### src/hw/rtl/b64_pkg.sv
// Package for the base64 stream encoder: word types, character constants
// and the sextet to ASCII mapping. Depends on nothing.
package b64_pkg;

	localparam int unsigned POS_W = 17;

	localparam logic [6:0] CHAR_UPPER_A = 7'h41;
	localparam logic [6:0] CHAR_UPPER_Z = 7'h5A;
	localparam logic [6:0] CHAR_LOWER_A = 7'h61;
	localparam logic [6:0] CHAR_LOWER_Z = 7'h7A;
	localparam logic [6:0] CHAR_DIGIT_0 = 7'h30;
	localparam logic [6:0] CHAR_DIGIT_9 = 7'h39;
	localparam logic [6:0] CHAR_PLUS    = 7'h2B;
	localparam logic [6:0] CHAR_SLASH   = 7'h2F;

	localparam logic [5:0] SEXTET_LOWER_START = 6'd26;
	localparam logic [5:0] SEXTET_DIGIT_START = 6'd52;
	localparam logic [5:0] SEXTET_PLUS        = 6'd62;

	typedef struct packed {
		logic [7:0] data_byte;
		logic       final_byte;
	} in_word_t;

	typedef struct packed {
		logic [6:0]       char_code;
		logic [POS_W-1:0] char_position;
		logic             last_char;
	} out_word_t;

	function automatic logic [6:0] sextet_to_ascii(input logic [5:0] v);
		logic [6:0] code;
		if (v < SEXTET_LOWER_START) begin
			code = CHAR_UPPER_A + 7'(v);
		end else if (v < SEXTET_DIGIT_START) begin
			code = CHAR_LOWER_A + 7'(v - SEXTET_LOWER_START);
		end else if (v < SEXTET_PLUS) begin
			code = CHAR_DIGIT_0 + 7'(v - SEXTET_DIGIT_START);
		end else if (v == SEXTET_PLUS) begin
			code = CHAR_PLUS;
		end else begin
			code = CHAR_SLASH;
		end
		return code;
	endfunction

endpackage

### src/hw/rtl/base64_unpadded_stream_encoder.sv
// A byte's first character is written into the registered result queue when the byte
// is taken. Throughput: one character per cycle leaves the three-word queue unless
// dst_stall is high; a byte with one character can be taken every cycle, while one
// with two fills it to two or more words; the input stalls while the queue holds
// two or more words. Reset is asynchronous and clears the byte phase, leftover bits,
// position and queue count. Depends on b64_pkg.
module base64_unpadded_stream_encoder (
	input  logic               clk,
	input  logic               arst_n,
	input  logic               src_valid,
	output logic               src_stall,
	input  b64_pkg::in_word_t  src_word,
	output logic               dst_valid,
	input  logic               dst_stall,
	output b64_pkg::out_word_t dst_word
);
	import b64_pkg::*;

	localparam int unsigned QDEPTH = 3;

	logic [1:0]       phase_q;
	logic [3:0]       left_q;
	logic [POS_W-1:0] pos_q;
	logic [1:0]       count_q;
	out_word_t        queue_q [QDEPTH];
	out_word_t        queue_d [QDEPTH];

	logic       push, pop, two;
	logic [1:0] base;
	logic [5:0] sx0, sx1;
	logic       last1;
	logic [1:0] phase_d;
	logic [3:0] left_d;
	out_word_t  ch0, ch1;

	assign src_stall = (count_q > 2'd1);
	assign push      = src_valid && !src_stall;
	assign dst_valid = (count_q != 2'd0);
	assign pop       = dst_valid && !dst_stall;
	assign dst_word  = queue_q[0];
	assign base      = count_q - {1'b0, pop};

	always_comb begin
		sx1   = '0;
		last1 = src_word.final_byte;
		two   = src_word.final_byte;
		case (phase_q)
			2'd1: begin
				sx0     = {left_q[1:0], src_word.data_byte[7:4]};
				sx1     = {src_word.data_byte[3:0], 2'b00};
				left_d  = src_word.data_byte[3:0];
				phase_d = 2'd2;
			end
			2'd2: begin
				sx0     = {left_q, src_word.data_byte[7:6]};
				sx1     = src_word.data_byte[5:0];
				two     = 1'b1;
				left_d  = '0;
				phase_d = 2'd0;
			end
			default: begin
				sx0     = src_word.data_byte[7:2];
				sx1     = {src_word.data_byte[1:0], 4'b0000};
				left_d  = {2'b00, src_word.data_byte[1:0]};
				phase_d = 2'd1;
			end
		endcase
		ch0.char_code     = sextet_to_ascii(sx0);
		ch0.char_position = pos_q;
		ch0.last_char     = 1'b0;
		ch1.char_code     = sextet_to_ascii(sx1);
		ch1.char_position = pos_q + POS_W'(1);
		ch1.last_char     = last1;
	end

	always_comb begin
		queue_d = queue_q;
		if (pop) begin
			queue_d[0] = queue_q[1];
			queue_d[1] = queue_q[2];
		end
		if (push) begin
			queue_d[base] = ch0;
			if (two) begin
				queue_d[2'(base + 2'd1)] = ch1;
			end
		end
	end

	always_ff @(posedge clk) begin
		queue_q <= queue_d;
	end

	always_ff @(posedge clk or negedge arst_n) begin
		if (!arst_n) begin
			phase_q <= '0;
			left_q  <= '0;
			pos_q   <= '0;
			count_q <= '0;
		end else begin
			count_q <= base + (push ? {1'b0, two} + 2'd1 : 2'd0);
			if (push) begin
				if (src_word.final_byte) begin
					phase_q <= '0;
					left_q  <= '0;
					pos_q   <= '0;
				end else begin
					phase_q <= phase_d;
					left_q  <= left_d;
					pos_q   <= pos_q + (two ? POS_W'(2) : POS_W'(1));
				end
			end
		end
	end

endmodule

### config.mk
export PLATFORM = sky130hd
export DESIGN_NAME = base64_unpadded_stream_encoder
export DESIGN_NICKNAME = d
export VERILOG_FILES = /design/src/hw/rtl/b64_pkg.sv /design/src/hw/rtl/base64_unpadded_stream_encoder.sv
export SDC_FILE = /design/constraint.sdc
export NUM_CORES = 1
export LEC_CHECK = 0
export BUFFER_PORTS_ARGS = -buffer_cell sky130_fd_sc_hd__buf_2
export CORE_MARGIN = 4
export CORE_UTILIZATION = 60
export CTS_CLUSTER_SIZE = 20
export DETAILED_ROUTE_END_ITERATION = 8
export PLACE_DENSITY = 0.79
export SLEW_MARGIN = 0
export SYNTH_ARGS = -nofsm -noshare
export SYNTH_HDL_FRONTEND = slang
export SYNTH_SLANG_ARGS = --single-unit
### constraint.sdc
create_clock -name clk -period 9.8 [get_ports clk]
set_input_delay 0.49 -clock clk [delete_from_list [all_inputs] [get_ports clk]]
set_output_delay 0.49 -clock clk [all_outputs]
set_load 0.05 [all_outputs]
Word-level counts from Yosys, hierarchy flattened
Index checks and enable logic that the tools add are counted.

word-level totals
  register bits after elaboration = 100
  output and inout bits = 27
  word-level logic and storage cells = 80

cells by class
  reductions and logical operators = 7
  magnitude comparators = 11
  bitwise operators = 2
  mux-type cells = 27
  equality and inequality tests = 4
  add/subtract/negate cells = 16

operators by type and width
  kind                                                                           number
  75-bit bitwise mux                                                             2
  75-bit 2-to-1 mux                                                              2
  25-bit demux with 2-bit select                                                 2
  25-bit 2-to-1 mux                                                              2
  50-bit 2-to-1 mux                                                              1
  7-bit 2-to-1 mux                                                               6
  6-bit less-than comparator (second input constant)                             4
  6-bit one-hot mux with 2 select lines                                          2
  17-bit by 1-bit adder with 17-bit output (second input constant)               1
  17-bit by 2-bit adder with 17-bit output                                       1
  17-bit 2-to-1 mux                                                              1
  6-bit by 7-bit adder with 7-bit output (first input constant)                  2
  7-bit by 6-bit adder with 7-bit output (first input constant)                  2
  7-bit adder (first input constant)                                             2
  6-bit by 5-bit subtractor with 7-bit output (second input constant)            2
  6-bit by 6-bit subtractor with 7-bit output (second input constant)            2
  6-bit == test (second input constant)                                          2
  6-bit by 5-bit less-than comparator with 1-bit output (second input constant)  2
  4-bit one-hot mux with 2 select lines                                          1
  3-bit greater-or-equal comparator (second input constant)                      2
  3-bit by 1-bit less-than comparator with 1-bit output (second input constant)  2
  2-bit 2-to-1 mux                                                               3
  3-bit 2-to-1 mux                                                               2
  2-bit inverter with 3-bit output                                               2
  13 further kinds                                                               17

Longest topological paths before layout
Gate-level depths: netlist of the first run.

  depth in word-level cells = 12
  gate-level depth with buffers = 14
  mapped depth without buffers = 12

Least setup slack after synthesis of the first run
Ideal clock, no wire load.

  kind = register -> register
  start = reg count_q[1]
  end = reg queue_q[3] (netlist name), data pin
  arrival = 3.226 ns
  buffers on the path = 5
  period minus slack after synthesis = 3.484 ns
  library setup time = 0.259 ns
  cell stages (with the launch flop) = 15
  data required time = 9.541 ns
  path slack = 6.316 ns
  cell sequence = dfrtp_1 -> or2_2 -> nand2b_1 -> clkinv_1 -> clkbuf_1 -> buf_1 -> ha_1 -> clkbuf_1 -> xor2_1 -> nor2_1 -> nand2_1 -> clkbuf_1 -> clkbuf_1 -> o22ai_1 -> a21oi_1

on the way
  word-level cells in the longest chain between the ends = 11

RTL lines
  what                                                                                               line                                                                        text
  start, declared                                                                                    base64_unpadded_stream_encoder.sv:24                                        logic [1:0] count_q;
  start signal, assigned                                                                             base64_unpadded_stream_encoder.sv:101                                       count_q <= base + (push ? {1'b0, two} + 2'd1 : 2'd0);
  2-bit nonzero test *                                                                               base64_unpadded_stream_encoder.sv:38                                        assign dst_valid = (count_q != 2'd0);
  via dst_valid                                                                                      base64_unpadded_stream_encoder.sv:13                                        output logic dst_valid,
  1-bit logical AND *                                                                                base64_unpadded_stream_encoder.sv:39                                        assign pop = dst_valid && !dst_stall;
  2-bit by 1-bit subtractor with 2-bit output *                                                      base64_unpadded_stream_encoder.sv:41                                        assign base = count_q - {1'b0, pop};
  2-bit by 1-bit adder with 2-bit output / 2-bit inverter with 3-bit output (equally long branches)  base64_unpadded_stream_encoder.sv:85, base64_unpadded_stream_encoder.sv:83
  2-bit inverter with 3-bit output (not written as such) (tied with other cells)                     base64_unpadded_stream_encoder.sv:85                                        queue_d[2'(base + 2'd1)] = ch1;
  3-bit greater-or-equal comparator (not written as such) (tied with other cells)                    base64_unpadded_stream_encoder.sv:85
  1-bit logical AND (not written as such) / 25-bit 2-to-1 mux (equally long branches)                base64_unpadded_stream_encoder.sv:85, base64_unpadded_stream_encoder.sv:83
  25-bit 2-to-1 mux (not written as such) / 25-bit demux with 2-bit select (equally long branches)   base64_unpadded_stream_encoder.sv:85, base64_unpadded_stream_encoder.sv:83
  25-bit demux with 2-bit select / 75-bit bitwise mux (equally long branches)                        base64_unpadded_stream_encoder.sv:85, base64_unpadded_stream_encoder.sv:83
  75-bit bitwise mux                                                                                 base64_unpadded_stream_encoder.sv:85
  75-bit 2-to-1 mux *                                                                                base64_unpadded_stream_encoder.sv:84                                        if (two) begin
  end signal, assigned                                                                               base64_unpadded_stream_encoder.sv:91                                        queue_q <= queue_d;
  end, declared                                                                                      base64_unpadded_stream_encoder.sv:25                                        out_word_t queue_q [QDEPTH];

Mark *: on every way through the listed nets, which the timed path passes. The rest lies on a longest branch.
A chain may end at the register's enable or synchronous reset.

Final worst setup path of the first run
  start = reg count_q[1]
  end = reg queue_q[22] (netlist name), data pin

on the way
  word-level cells in the longest chain between the ends = 11

RTL lines
  what                                                                                               line
  2-bit nonzero test                                                                                 base64_unpadded_stream_encoder.sv:38
  1-bit logical AND                                                                                  base64_unpadded_stream_encoder.sv:39
  2-bit by 1-bit subtractor with 2-bit output *                                                      base64_unpadded_stream_encoder.sv:41
  2-bit by 1-bit adder with 2-bit output / 2-bit inverter with 3-bit output (equally long branches)  base64_unpadded_stream_encoder.sv:85, base64_unpadded_stream_encoder.sv:83
  2-bit inverter with 3-bit output (not written as such) (tied with other cells)                     base64_unpadded_stream_encoder.sv:85
  3-bit greater-or-equal comparator (not written as such) (tied with other cells)                    base64_unpadded_stream_encoder.sv:85
  1-bit logical AND (not written as such) / 25-bit 2-to-1 mux (equally long branches)                base64_unpadded_stream_encoder.sv:85, base64_unpadded_stream_encoder.sv:83
  25-bit 2-to-1 mux (not written as such) / 25-bit demux with 2-bit select (equally long branches)   base64_unpadded_stream_encoder.sv:85, base64_unpadded_stream_encoder.sv:83
  25-bit demux with 2-bit select / 75-bit bitwise mux (equally long branches)                        base64_unpadded_stream_encoder.sv:85, base64_unpadded_stream_encoder.sv:83
  75-bit bitwise mux                                                                                 base64_unpadded_stream_encoder.sv:85
  75-bit 2-to-1 mux *                                                                                base64_unpadded_stream_encoder.sv:84

Every way passes the cells marked *; elsewhere a longest branch is shown, timed or not.

==> results of run 1 <==
how the worst min path moves through the flow:
stage,from,end,slack [ns],cells after the start
after floorplan,arst_n,count_q[0],0.19,0
after detailed placement,dst_word[17],dst_word[17],0.46,2
after global routing,arst_n,phase_q[0],0.16,1
after global placement,dst_word[17],dst_word[17],0.46,2
after CTS,arst_n,pos_q[7],0.14,1
final,arst_n,phase_q[0],0.12,1
logic make-up after synthesis:
| group | count (synthesis) | share of synthesized area (%) |
|---|---|---|
| buffers and inverters | 109 | 8.26 |
| flip-flops | 100 | 36.1 |
| AND/OR/NAND/NOR | 359 | 24.7 |
| AO/OA/AOI/OAI | 229 | 24.3 |
| adder cells (fa/ha/maj) | 16 | 3.15 |
| XOR/XNOR | 19 | 2.53 |
| multiplexers | 7 | 1.06 |
layout make-up:
| cell class | instances | area [µm²] | share of cell area [%] |
|---|---|---|---|
| Clock buffer | 11 | 131 | 1.95 |
| Clock inverter | 5 | 86.3 | 1.28 |
| Inverter | 18 | 70.1 | 1.04 |
| Multi-Input combinational cell | 630 | 3670 | 54.4 |
| Sequential cell | 100 | 2380 | 35.2 |
| Tap cell | 136 | 170 | 2.52 |
| Timing Repair Buffer | 45 | 240 | 3.56 |
layer usage:
metal  track usage, %  routed length, µm  vias to the layer above
met2             47.6               8710                      327
li1                 -                  -                     2964
met1             40.0               7970                     3000
met4             8.33                381                        0
met5                0                  0                        -
met3             4.81               1530                       47
sequential cells by signal, summed over array words and instances, names as in the netlist:
name      cells
count_q       2
dst_word     25
left_q        4
phase_q       2
pos_q        17
queue_q      50
per-stage QoR:
stage,instance area (µm²),worst slack (ns)
2_1_floorplan,6590,6.32
3_3_place_gp,6530,5.20
3_5_place_dp,6530,5.05
4_1_cts,6750,4.98
5_1_grt,6750,4.55
6_report,6750,4.94
synth_stat cells (22+ instances only):
library cell  number
a21oi_1           40
dfxtp_1           50
nor2_1            62
o21ai_0           41
a32oi_1           30
buf_4             26
a31oi_1           22
nand3_1           35
clkbuf_1          49
nand2_1          171
edfxtp_1          25
o22ai_1           25
dfrtp_1           25
==> metrics, run 1 <==
CTS sink cnt 100; Hold Slack 0.122 ns; post_cts resized 0; syn_nets 868; Fillers 936; Post-Route Utilization 64.2%; Slew Limit Fails 0; worst rel slew slack 22.9%; postcts setup bufs 0; crit path capture queue_q[22]; Yosys top cell area share 15.2%; drt wl/cell 19.7 µm; Die ar. 12700 µm²; vias in the first global route 6009; clock buffer depth 2; initial core utilization 62.7%; P&R area growth vs syn 2.41%; worst skew pair latency 0.38 ns; critical path cell sequence or2_2 -> nand2b_2 -> clkinv_1 -> ha_1 -> xor2_1 -> nor2_1 -> nand2_1 -> nand2_1 -> nor2_1 -> a221oi_1; antenna fix cells 0; vias per cell 6.71; Synth area leader dfxtp_1; Final Setup Violations 0; Setup crit start count_q[1]; post-route minimum period 4.86 ns; GRT Overall Usage 29.1%; hold_buf cts 0; most frequent cells in the layout nand2_1 (171), nor2_1 (61), dfxtp_1 (50); R2R cell count 10; Crit path depth 10; pin count of the biggest net entering global routing 73; Post-route DRC 0; Layout Cells excl Fill 945; # Max-Cap Violations 0; DR iter-0 viols 1025; number of synthesized flops with an enable pin 25; fmax 206 MHz; Nets 833; Crit. End Element flop; DRT Pass-1 Iters 5; CTS HTree Levels 3; flop-to-flop setup slack 4.94 ns; CTS tree done; register bit total from synthesis 100; distinct cell type count after synthesis 68; Main synth FF type dfxtp_1; GRT overflow 0; sequential share of the synthesized area 36.1%; Least-Margin Pin Slew 1.15 ns; placed instance count 929; core area 10500 µm²; Critical Path Start Type flop; ranking of synthesized cells by area dfxtp_1 (15%), edfxtp_1 (11%), nand2_1 (9.7%); Ys Warns 0; Worst Path Max Fanout 48; worst path bufs/invs 1; CP max stage delay 0.80 ns; clock transition at the registers of the reported paths 0.10 ns; Layout Skew 0.0162 ns; Hold Path Class input port to asynchronous set/reset pin; Placer Congestion 0.911; Die H 113 µm; layout cell share with drive strength beyond 1 9.64%; setup TNS 0 ns; CP arrival 5.05 ns; die width 113 µm; Crit path max-delay family simple AND/OR/NAND/NOR gates; first-pass GRT wire length 30600 µm; worst flop-to-flop path endpoint queue_q[22]; WL final 18600 µm; Mapped Cells 839; CP required 9.99 ns; post-route ant nets 0; antenna violations before repair 0; via count 6338; critical path class flop to flop; Final Cycle Share 49.6%; number of CTS-inserted buffers 9; Rows 37; final hold vios 0; port bufs 39; mapped cell area 6590 µm²; asr flop ratio synth 25.0%; run status finished, final reports clean; worst r2r src count_q[1]; syn_area_per_cell 7.85 µm²; slowest CP cell nand2_1; I/O pin count 40; Root Buffer clkbuf_8; DP HPWL 12400 µm; most common cell after layout, fill and taps aside nand2_1; RSZ-0062 raised after global routing false
Power of run 1 is left out: the tool's default activity adds up to more than one toggle a clock period on the data nets, which glitch-free logic cannot reach.
==> inputs of run 2 (changes only) <==
--- a/config.mk
+++ b/config.mk
@@ -5,12 +5,13 @@
 export SDC_FILE = /design/constraint.sdc
 export NUM_CORES = 1
 export LEC_CHECK = 0
+export ABC_AREA = 1
 export BUFFER_PORTS_ARGS = -buffer_cell sky130_fd_sc_hd__buf_2
 export CORE_MARGIN = 4
-export CORE_UTILIZATION = 60
+export CORE_UTILIZATION = 56
 export CTS_CLUSTER_SIZE = 20
 export DETAILED_ROUTE_END_ITERATION = 8
-export PLACE_DENSITY = 0.79
+export PLACE_DENSITY = 0.77
 export SLEW_MARGIN = 0
 export SYNTH_ARGS = -nofsm -noshare
 export SYNTH_HDL_FRONTEND = slang
==> constraint.sdc (replaced) <==
create_clock -name clk -period 3.97 [get_ports clk]
set_input_delay 0.1985 -clock clk [delete_from_list [all_inputs] [get_ports clk]]
set_output_delay 0.1985 -clock clk [all_outputs]
set_load 0.05 [all_outputs]
==> run 2 against run 1 <==
- highest routed layer unchanged
- flip-flop and latch count did not move
- die area increased by 12%
- setup slack lost 3.9 ns
- utilization fell by 3.7 points
- non-clock buffer count unchanged
- clock skew fell by 0.0039 ns
==> metrics, run 2 <==
run status finished, final reports clean; Critical Path Start Type flop; Hold Slack 0.196 ns; # Max-Cap Violations 0; Final Cycle Share 74.8%; post-route minimum period 2.97 ns; asr flop ratio synth 25.0%; antenna fix cells 0; R2R cell count 14; worst rel slew slack 52.3%; register area 2380 µm²; sequential share of the synthesized area 34.3%; fmax 337 MHz; DR iter-0 viols 803; most frequent cells in the layout nand2_1 (272), o21ai_0 (105), inv_1 (87); syn_nets 1008; postcts setup bufs 0; worst skew pair latency 0.35 ns; DRT Pass-1 Iters 8; setup TNS 0 ns; Hold Path Class input port to flop; Cells on Worst Hold Path 3; CTS tree done; core area 12100 µm²; syn_area_per_cell 7.09 µm²; flop-to-flop setup slack 1.0 ns; final instance area 7300 µm²; CTS sink cnt 100; worst flop-to-flop path endpoint pos_q[11]; port bufs 39; ranking of synthesized cells by area nand2_1 (15%), dfxtp_1 (14%), edfxtp_1 (11%); P&R area growth vs syn 5.18%; hold endpoint left_q[1]; GRT overflow 0; number of CTS-inserted buffers 9; initial core utilization 57.5%; mapped cell area 6940 µm²; cell area after placement 6980 µm²; Nets 996; WL final 17300 µm; via count 6417; pin count of the biggest net entering global routing 58; die width 119 µm; layout cell share with drive strength beyond 1 14.0%; Synth area leader nand2_1; post-route ant nets 0; CP required 4.21 ns; Slew Limit Fails 0; antenna violations before repair 0; Least-Margin Pin Slew 0.708 ns; Placer Congestion 0.927; register bit total from synthesis 100; first-pass GRT wire length 28600 µm; distinct cell type count after synthesis 50; drt wl/cell 15.1 µm; Root Buffer clkbuf_16; I/O pin count 40; Multi-input gate area 3750 µm²; vias in the first global route 5576; Mapped Cells 979; Most flops, register queue_q; worst slack, placed 1.00 ns; Die ar. 14200 µm²; Final Setup Violations 0; RSZ-0062 raised after global routing false; count leader, synth nand2_1; GRT Overall Usage 24.5%; DP HPWL 12300 µm; Worst Path Max Fanout 14; Crit. End Element flop; most common cell after layout, fill and taps aside nand2_1; Fillers 1120; Post-synth top cells nand2_1 (273), o21ai_0 (105), inv_1 (87); worst r2r src phase_q[0]; Die H 119 µm; critical path class flop to flop; Ys Warns 0; Post-route DRC 0; number of synthesized flops with an enable pin 25; Main synth FF type dfxtp_1; clock buffer depth 2; vias per cell 5.63; Yosys top cell area share 14.8%; Final Worst Setup Slack 0.999 ns; CP arrival 3.21 ns; hold_sp src_word[2]; CTS HTree Levels 3; clock transition at the registers of the reported paths 0.07 ns; Rows 40; final hold vios 0; Layout Skew 0.0123 ns; max reg flops 50
==> run 2: routing by layer <==
layer	GRT usage [%]	wire (µm)
met5	0	0
met4	6.08	138
met3	5.03	1490
met2	33.4	6960
met1	39.1	8680
==> run 2: metrics by stage <==
| step | instances | utilization (%) |
|---|---|---|
| floorplan | 979 | - |
| global placement | 1123 | 57.8 |
| detailed placement | 1123 | 57.8 |
| CTS | 1140 | 60.5 |
| global route | 1140 | 60.5 |
| finish | 1140 | 60.5 |
==> run 2: repair_timing <==
action                                 4_1_cts  5_1_grt
endpoints found under the hold margin       25        0
gates resized for setup                      0        0
hold buffers                                 1        0
==> run 2: how the worst max path moves through the flow <==
stage               cells past startpoint        from         end
floorplan                              16  count_q[1]  queue_q[1]
global placement                       12  phase_q[0]    pos_q[8]
global route                           12  phase_q[0]   pos_q[14]
CTS                                    13  phase_q[0]   pos_q[10]
detailed placement                     12  phase_q[0]    pos_q[8]
finish                                 14  phase_q[0]   pos_q[11]
==> run 2: layout make-up <==
cell class | instances | area share, %
clock buffers | 9 | 3.09
repair buffers | 45 | 3.33
well taps | 168 | 2.88
flip-flops and latches | 100 | 32.6
multi-input cells | 703 | 51.4
inverters | 108 | 5.59
clock inverters | 7 | 1.17
==> run 2: worst max-delay path, stage by stage (launching register included) <==
cell and delay (ns):
dfrtp_1 0.35, inv_1 0.06, ha_1 0.38, nor2_2 0.52
inv_1 0.17, ha_1 0.31, a21oi_1 0.06, nor2_1 0.17
nand4_1 0.17, nor2_1 0.15, inv_1 0.05, nor2_1 0.21
inv_1 0.08, o21ai_0 0.15, nor2_1 0.05
==> run 2: cells by family (layout without fill, tap and decap cells) <==
family                   count (synthesis)  count (layout)  synth area share [%]
adder cells (fa/ha/maj)                 16              16                  2.99
multiplexers                             1               1                 0.144
AO/OA/AOI/OAI                          232             232                  19.9
buffers and inverters                  176             169                  11.7
flip-flops                             100             100                  34.3
XOR/XNOR                                17              17                  2.15
AND/OR/NAND/NOR                        437             437                  28.8
Power of run 2 is left out for the same reason.
==> inputs of run 3 (changes only) <==
--- a/config.mk
+++ b/config.mk
@@ -5,7 +5,7 @@
 export SDC_FILE = /design/constraint.sdc
 export NUM_CORES = 1
 export LEC_CHECK = 0
-export ABC_AREA = 1
+export ABC_AREA = 0
 export BUFFER_PORTS_ARGS = -buffer_cell sky130_fd_sc_hd__buf_2
 export CORE_MARGIN = 4
 export CORE_UTILIZATION = 56
==> constraint.sdc (replaced) <==
create_clock -name clk -period 2.51 [get_ports clk]
set_input_delay 0.1255 -clock clk [delete_from_list [all_inputs] [get_ports clk]]
set_output_delay 0.1255 -clock clk [all_outputs]
set_load 0.05 [all_outputs]
==> run 3 against run 2 <==
- the run now ends with negative setup slack left
- largest cell class unchanged
- non-clock buffer count increased by 111
- register-to-register slack worse by 1.2 ns
- clock skew down 0.0033 ns
- sequential share of layout area fell by 3.7 points
- via count is 9.3% higher
- critical path depth is 1 lower
- first-iteration DRC count is 14% higher
- critical endpoint is now queue_q[47]
==> metrics, run 3 (synthesis results as in run 1) <==
Die ar. 13600 µm²; final hold vios 0; hold endpoint left_q[3]; critical path cell sequence ha_2 -> buf_4 -> buf_4 -> a221o_1 -> nand2_2 -> inv_2 -> ha_4 -> buf_4 -> nor2_1 -> o311a_1 -> mux2i_2 -> buf_4 -> a221oi_1; Multi-input gate area 4170 µm²; vias in the first global route 6678; Most flops, register queue_q; Least-Margin Pin Slew 0.618 ns; CTS HTree Levels 3; DR iter-0 viols 916; Final Worst Setup Slack -0.208 ns; Fillers 850; Cells on Worst Hold Path 3; drt wl/cell 20.1 µm; most frequent cells in the layout nand2_1 (163), buf_4 (103), nor2_1 (54); CP max stage delay 0.40 ns; Critical Path Start Type flop; flop-to-flop setup slack -0.21 ns; core area 11500 µm²; GRT Overall Usage 31.4%; worst r2r src phase_q[0]; Worst Path Max Fanout 5; vias per cell 6.60; post-route minimum period 2.72 ns; first-pass GRT wire length 33500 µm; Final Setup Violations 18; slowest CP cell dfrtp_1; Final Cycle Share 108%; layout cell share with drive strength beyond 1 29.3%; CP arrival 2.98 ns; Post-route DRC 0; register area 2380 µm²; # Max-Cap Violations 0; number of CTS-inserted buffers 9; GRT overflow 0; max reg flops 50; Die H 116 µm; Hold Slack 0.0669 ns; worst flop-to-flop path endpoint queue_q[47]; Rows 39; CTS tree done; Post-Route Utilization 71.9%; worst skew pair latency 0.36 ns; most common cell after layout, fill and taps aside nand2_1; run status complete, but fails checks; clock buffer depth 2; port bufs 39; Slew Limit Fails 0; via count 7011; worst rel slew slack 58.8%; antenna violations before repair 0; worst path bufs/invs 5; hold_sp src_word[4]; CTS sink cnt 100; fmax 368 MHz; P&R area growth vs syn 25.1%; post-route ant nets 0; Crit. End Element flop; Root Buffer clkbuf_16; die width 116 µm; I/O pin count 40; CP required 2.77 ns; R2R cell count 13; clock transition at the registers of the reported paths 0.07 ns; antenna fix cells 0; Nets 944; Crit path top cell by count buf_4; WL final 21300 µm; Crit path max-delay family compound AO/OA/AOI/OAI gates; DRT Pass-1 Iters 5; RSZ-0062 raised after global routing true; initial core utilization 57.5%; Hold Path Class input port to flop; critical path class flop to flop; Layout Skew 0.00902 ns; Placer Congestion 0.976; DP HPWL 14300 µm; pin count of the biggest net entering global routing 51; failing checks negative setup slack
run 3: cell types whose count changed in the layout (fill, tap and decap cells not counted), moves of 13 or more:
| cell | before | now |
|---|---|---|
| nand3_1 | 51 | 30 |
| buf_4 | 5 | 103 |
| nand2_1 | 272 | 163 |
| o21ai_0 | 105 | 32 |
| a22oi_1 | 22 | 2 |
| inv_1 | 87 | 8 |
| a31oi_1 | 7 | 22 |
| a32oi_1 | 7 | 30 |
| and3_1 | 0 | 17 |
| inv_2 | 18 | 5 |
run 3: stage by stage:
stage          instances  setup TNS (ns)  instance area [µm²]  setup slack [ns]
2_1_floorplan        839           -7.62                 7000            -0.283
3_3_place_gp        1020          -0.958                 7500            -0.130
3_5_place_dp        1020           -2.62                 7500            -0.233
4_1_cts             1049           -1.07                 7980            -0.120
5_1_grt             1063           -4.28                 8240            -0.296
6_report            1063           -1.83                 8240            -0.208
run 3: how the worst max path moves through the flow:
stage,startpoint,endpoint,slack (ns),cells past startpoint
floorplan,count_q[1],queue_q[20],-0.28,14
global placement,phase_q[0],dst_word[22],-0.13,12
detailed placement,phase_q[0],dst_word[22],-0.23,12
CTS,phase_q[0],queue_q[21],-0.12,11
global route,phase_q[1],queue_q[21],-0.30,12
finish,phase_q[0],queue_q[47],-0.21,13
run 3: metal layers:
metal  wire length, µm  track usage, %
met5                 0               0
met4               547            12.7
met3              2260            6.99
met2              9780            48.8
met1              8740            42.4
run 3: worst reg2reg max path: stages (launching register included):
cell and delay [ns]:
dfrtp_1 0.40, ha_2 0.23, buf_4 0.15, buf_4 0.15
a221o_1 0.38, nand2_2 0.10, inv_2 0.06, ha_4 0.17
buf_4 0.15, nor2_1 0.13, o311a_1 0.20, mux2i_2 0.09
buf_4 0.15, a221oi_1 0.26
run 3: repair_timing:
item	in CTS	in global routing
hold endpoints to repair	25	0
resized for setup	29	34
pin swaps	15	19
setup endpoints to repair	25	46
hold buffers	1	0
buffers inserted	12	14
run 3: layout make-up:
cell class | instances | area share, %
tap | 143 | 2.17
multi-input combinational | 630 | 50.5
clock buffer | 11 | 2.82
timing repair buffer | 156 | 14.3
inverter | 18 | 1.02
sequential | 100 | 28.9
clock inverter | 5 | 0.319
Power of run 3 is left out for the same reason.
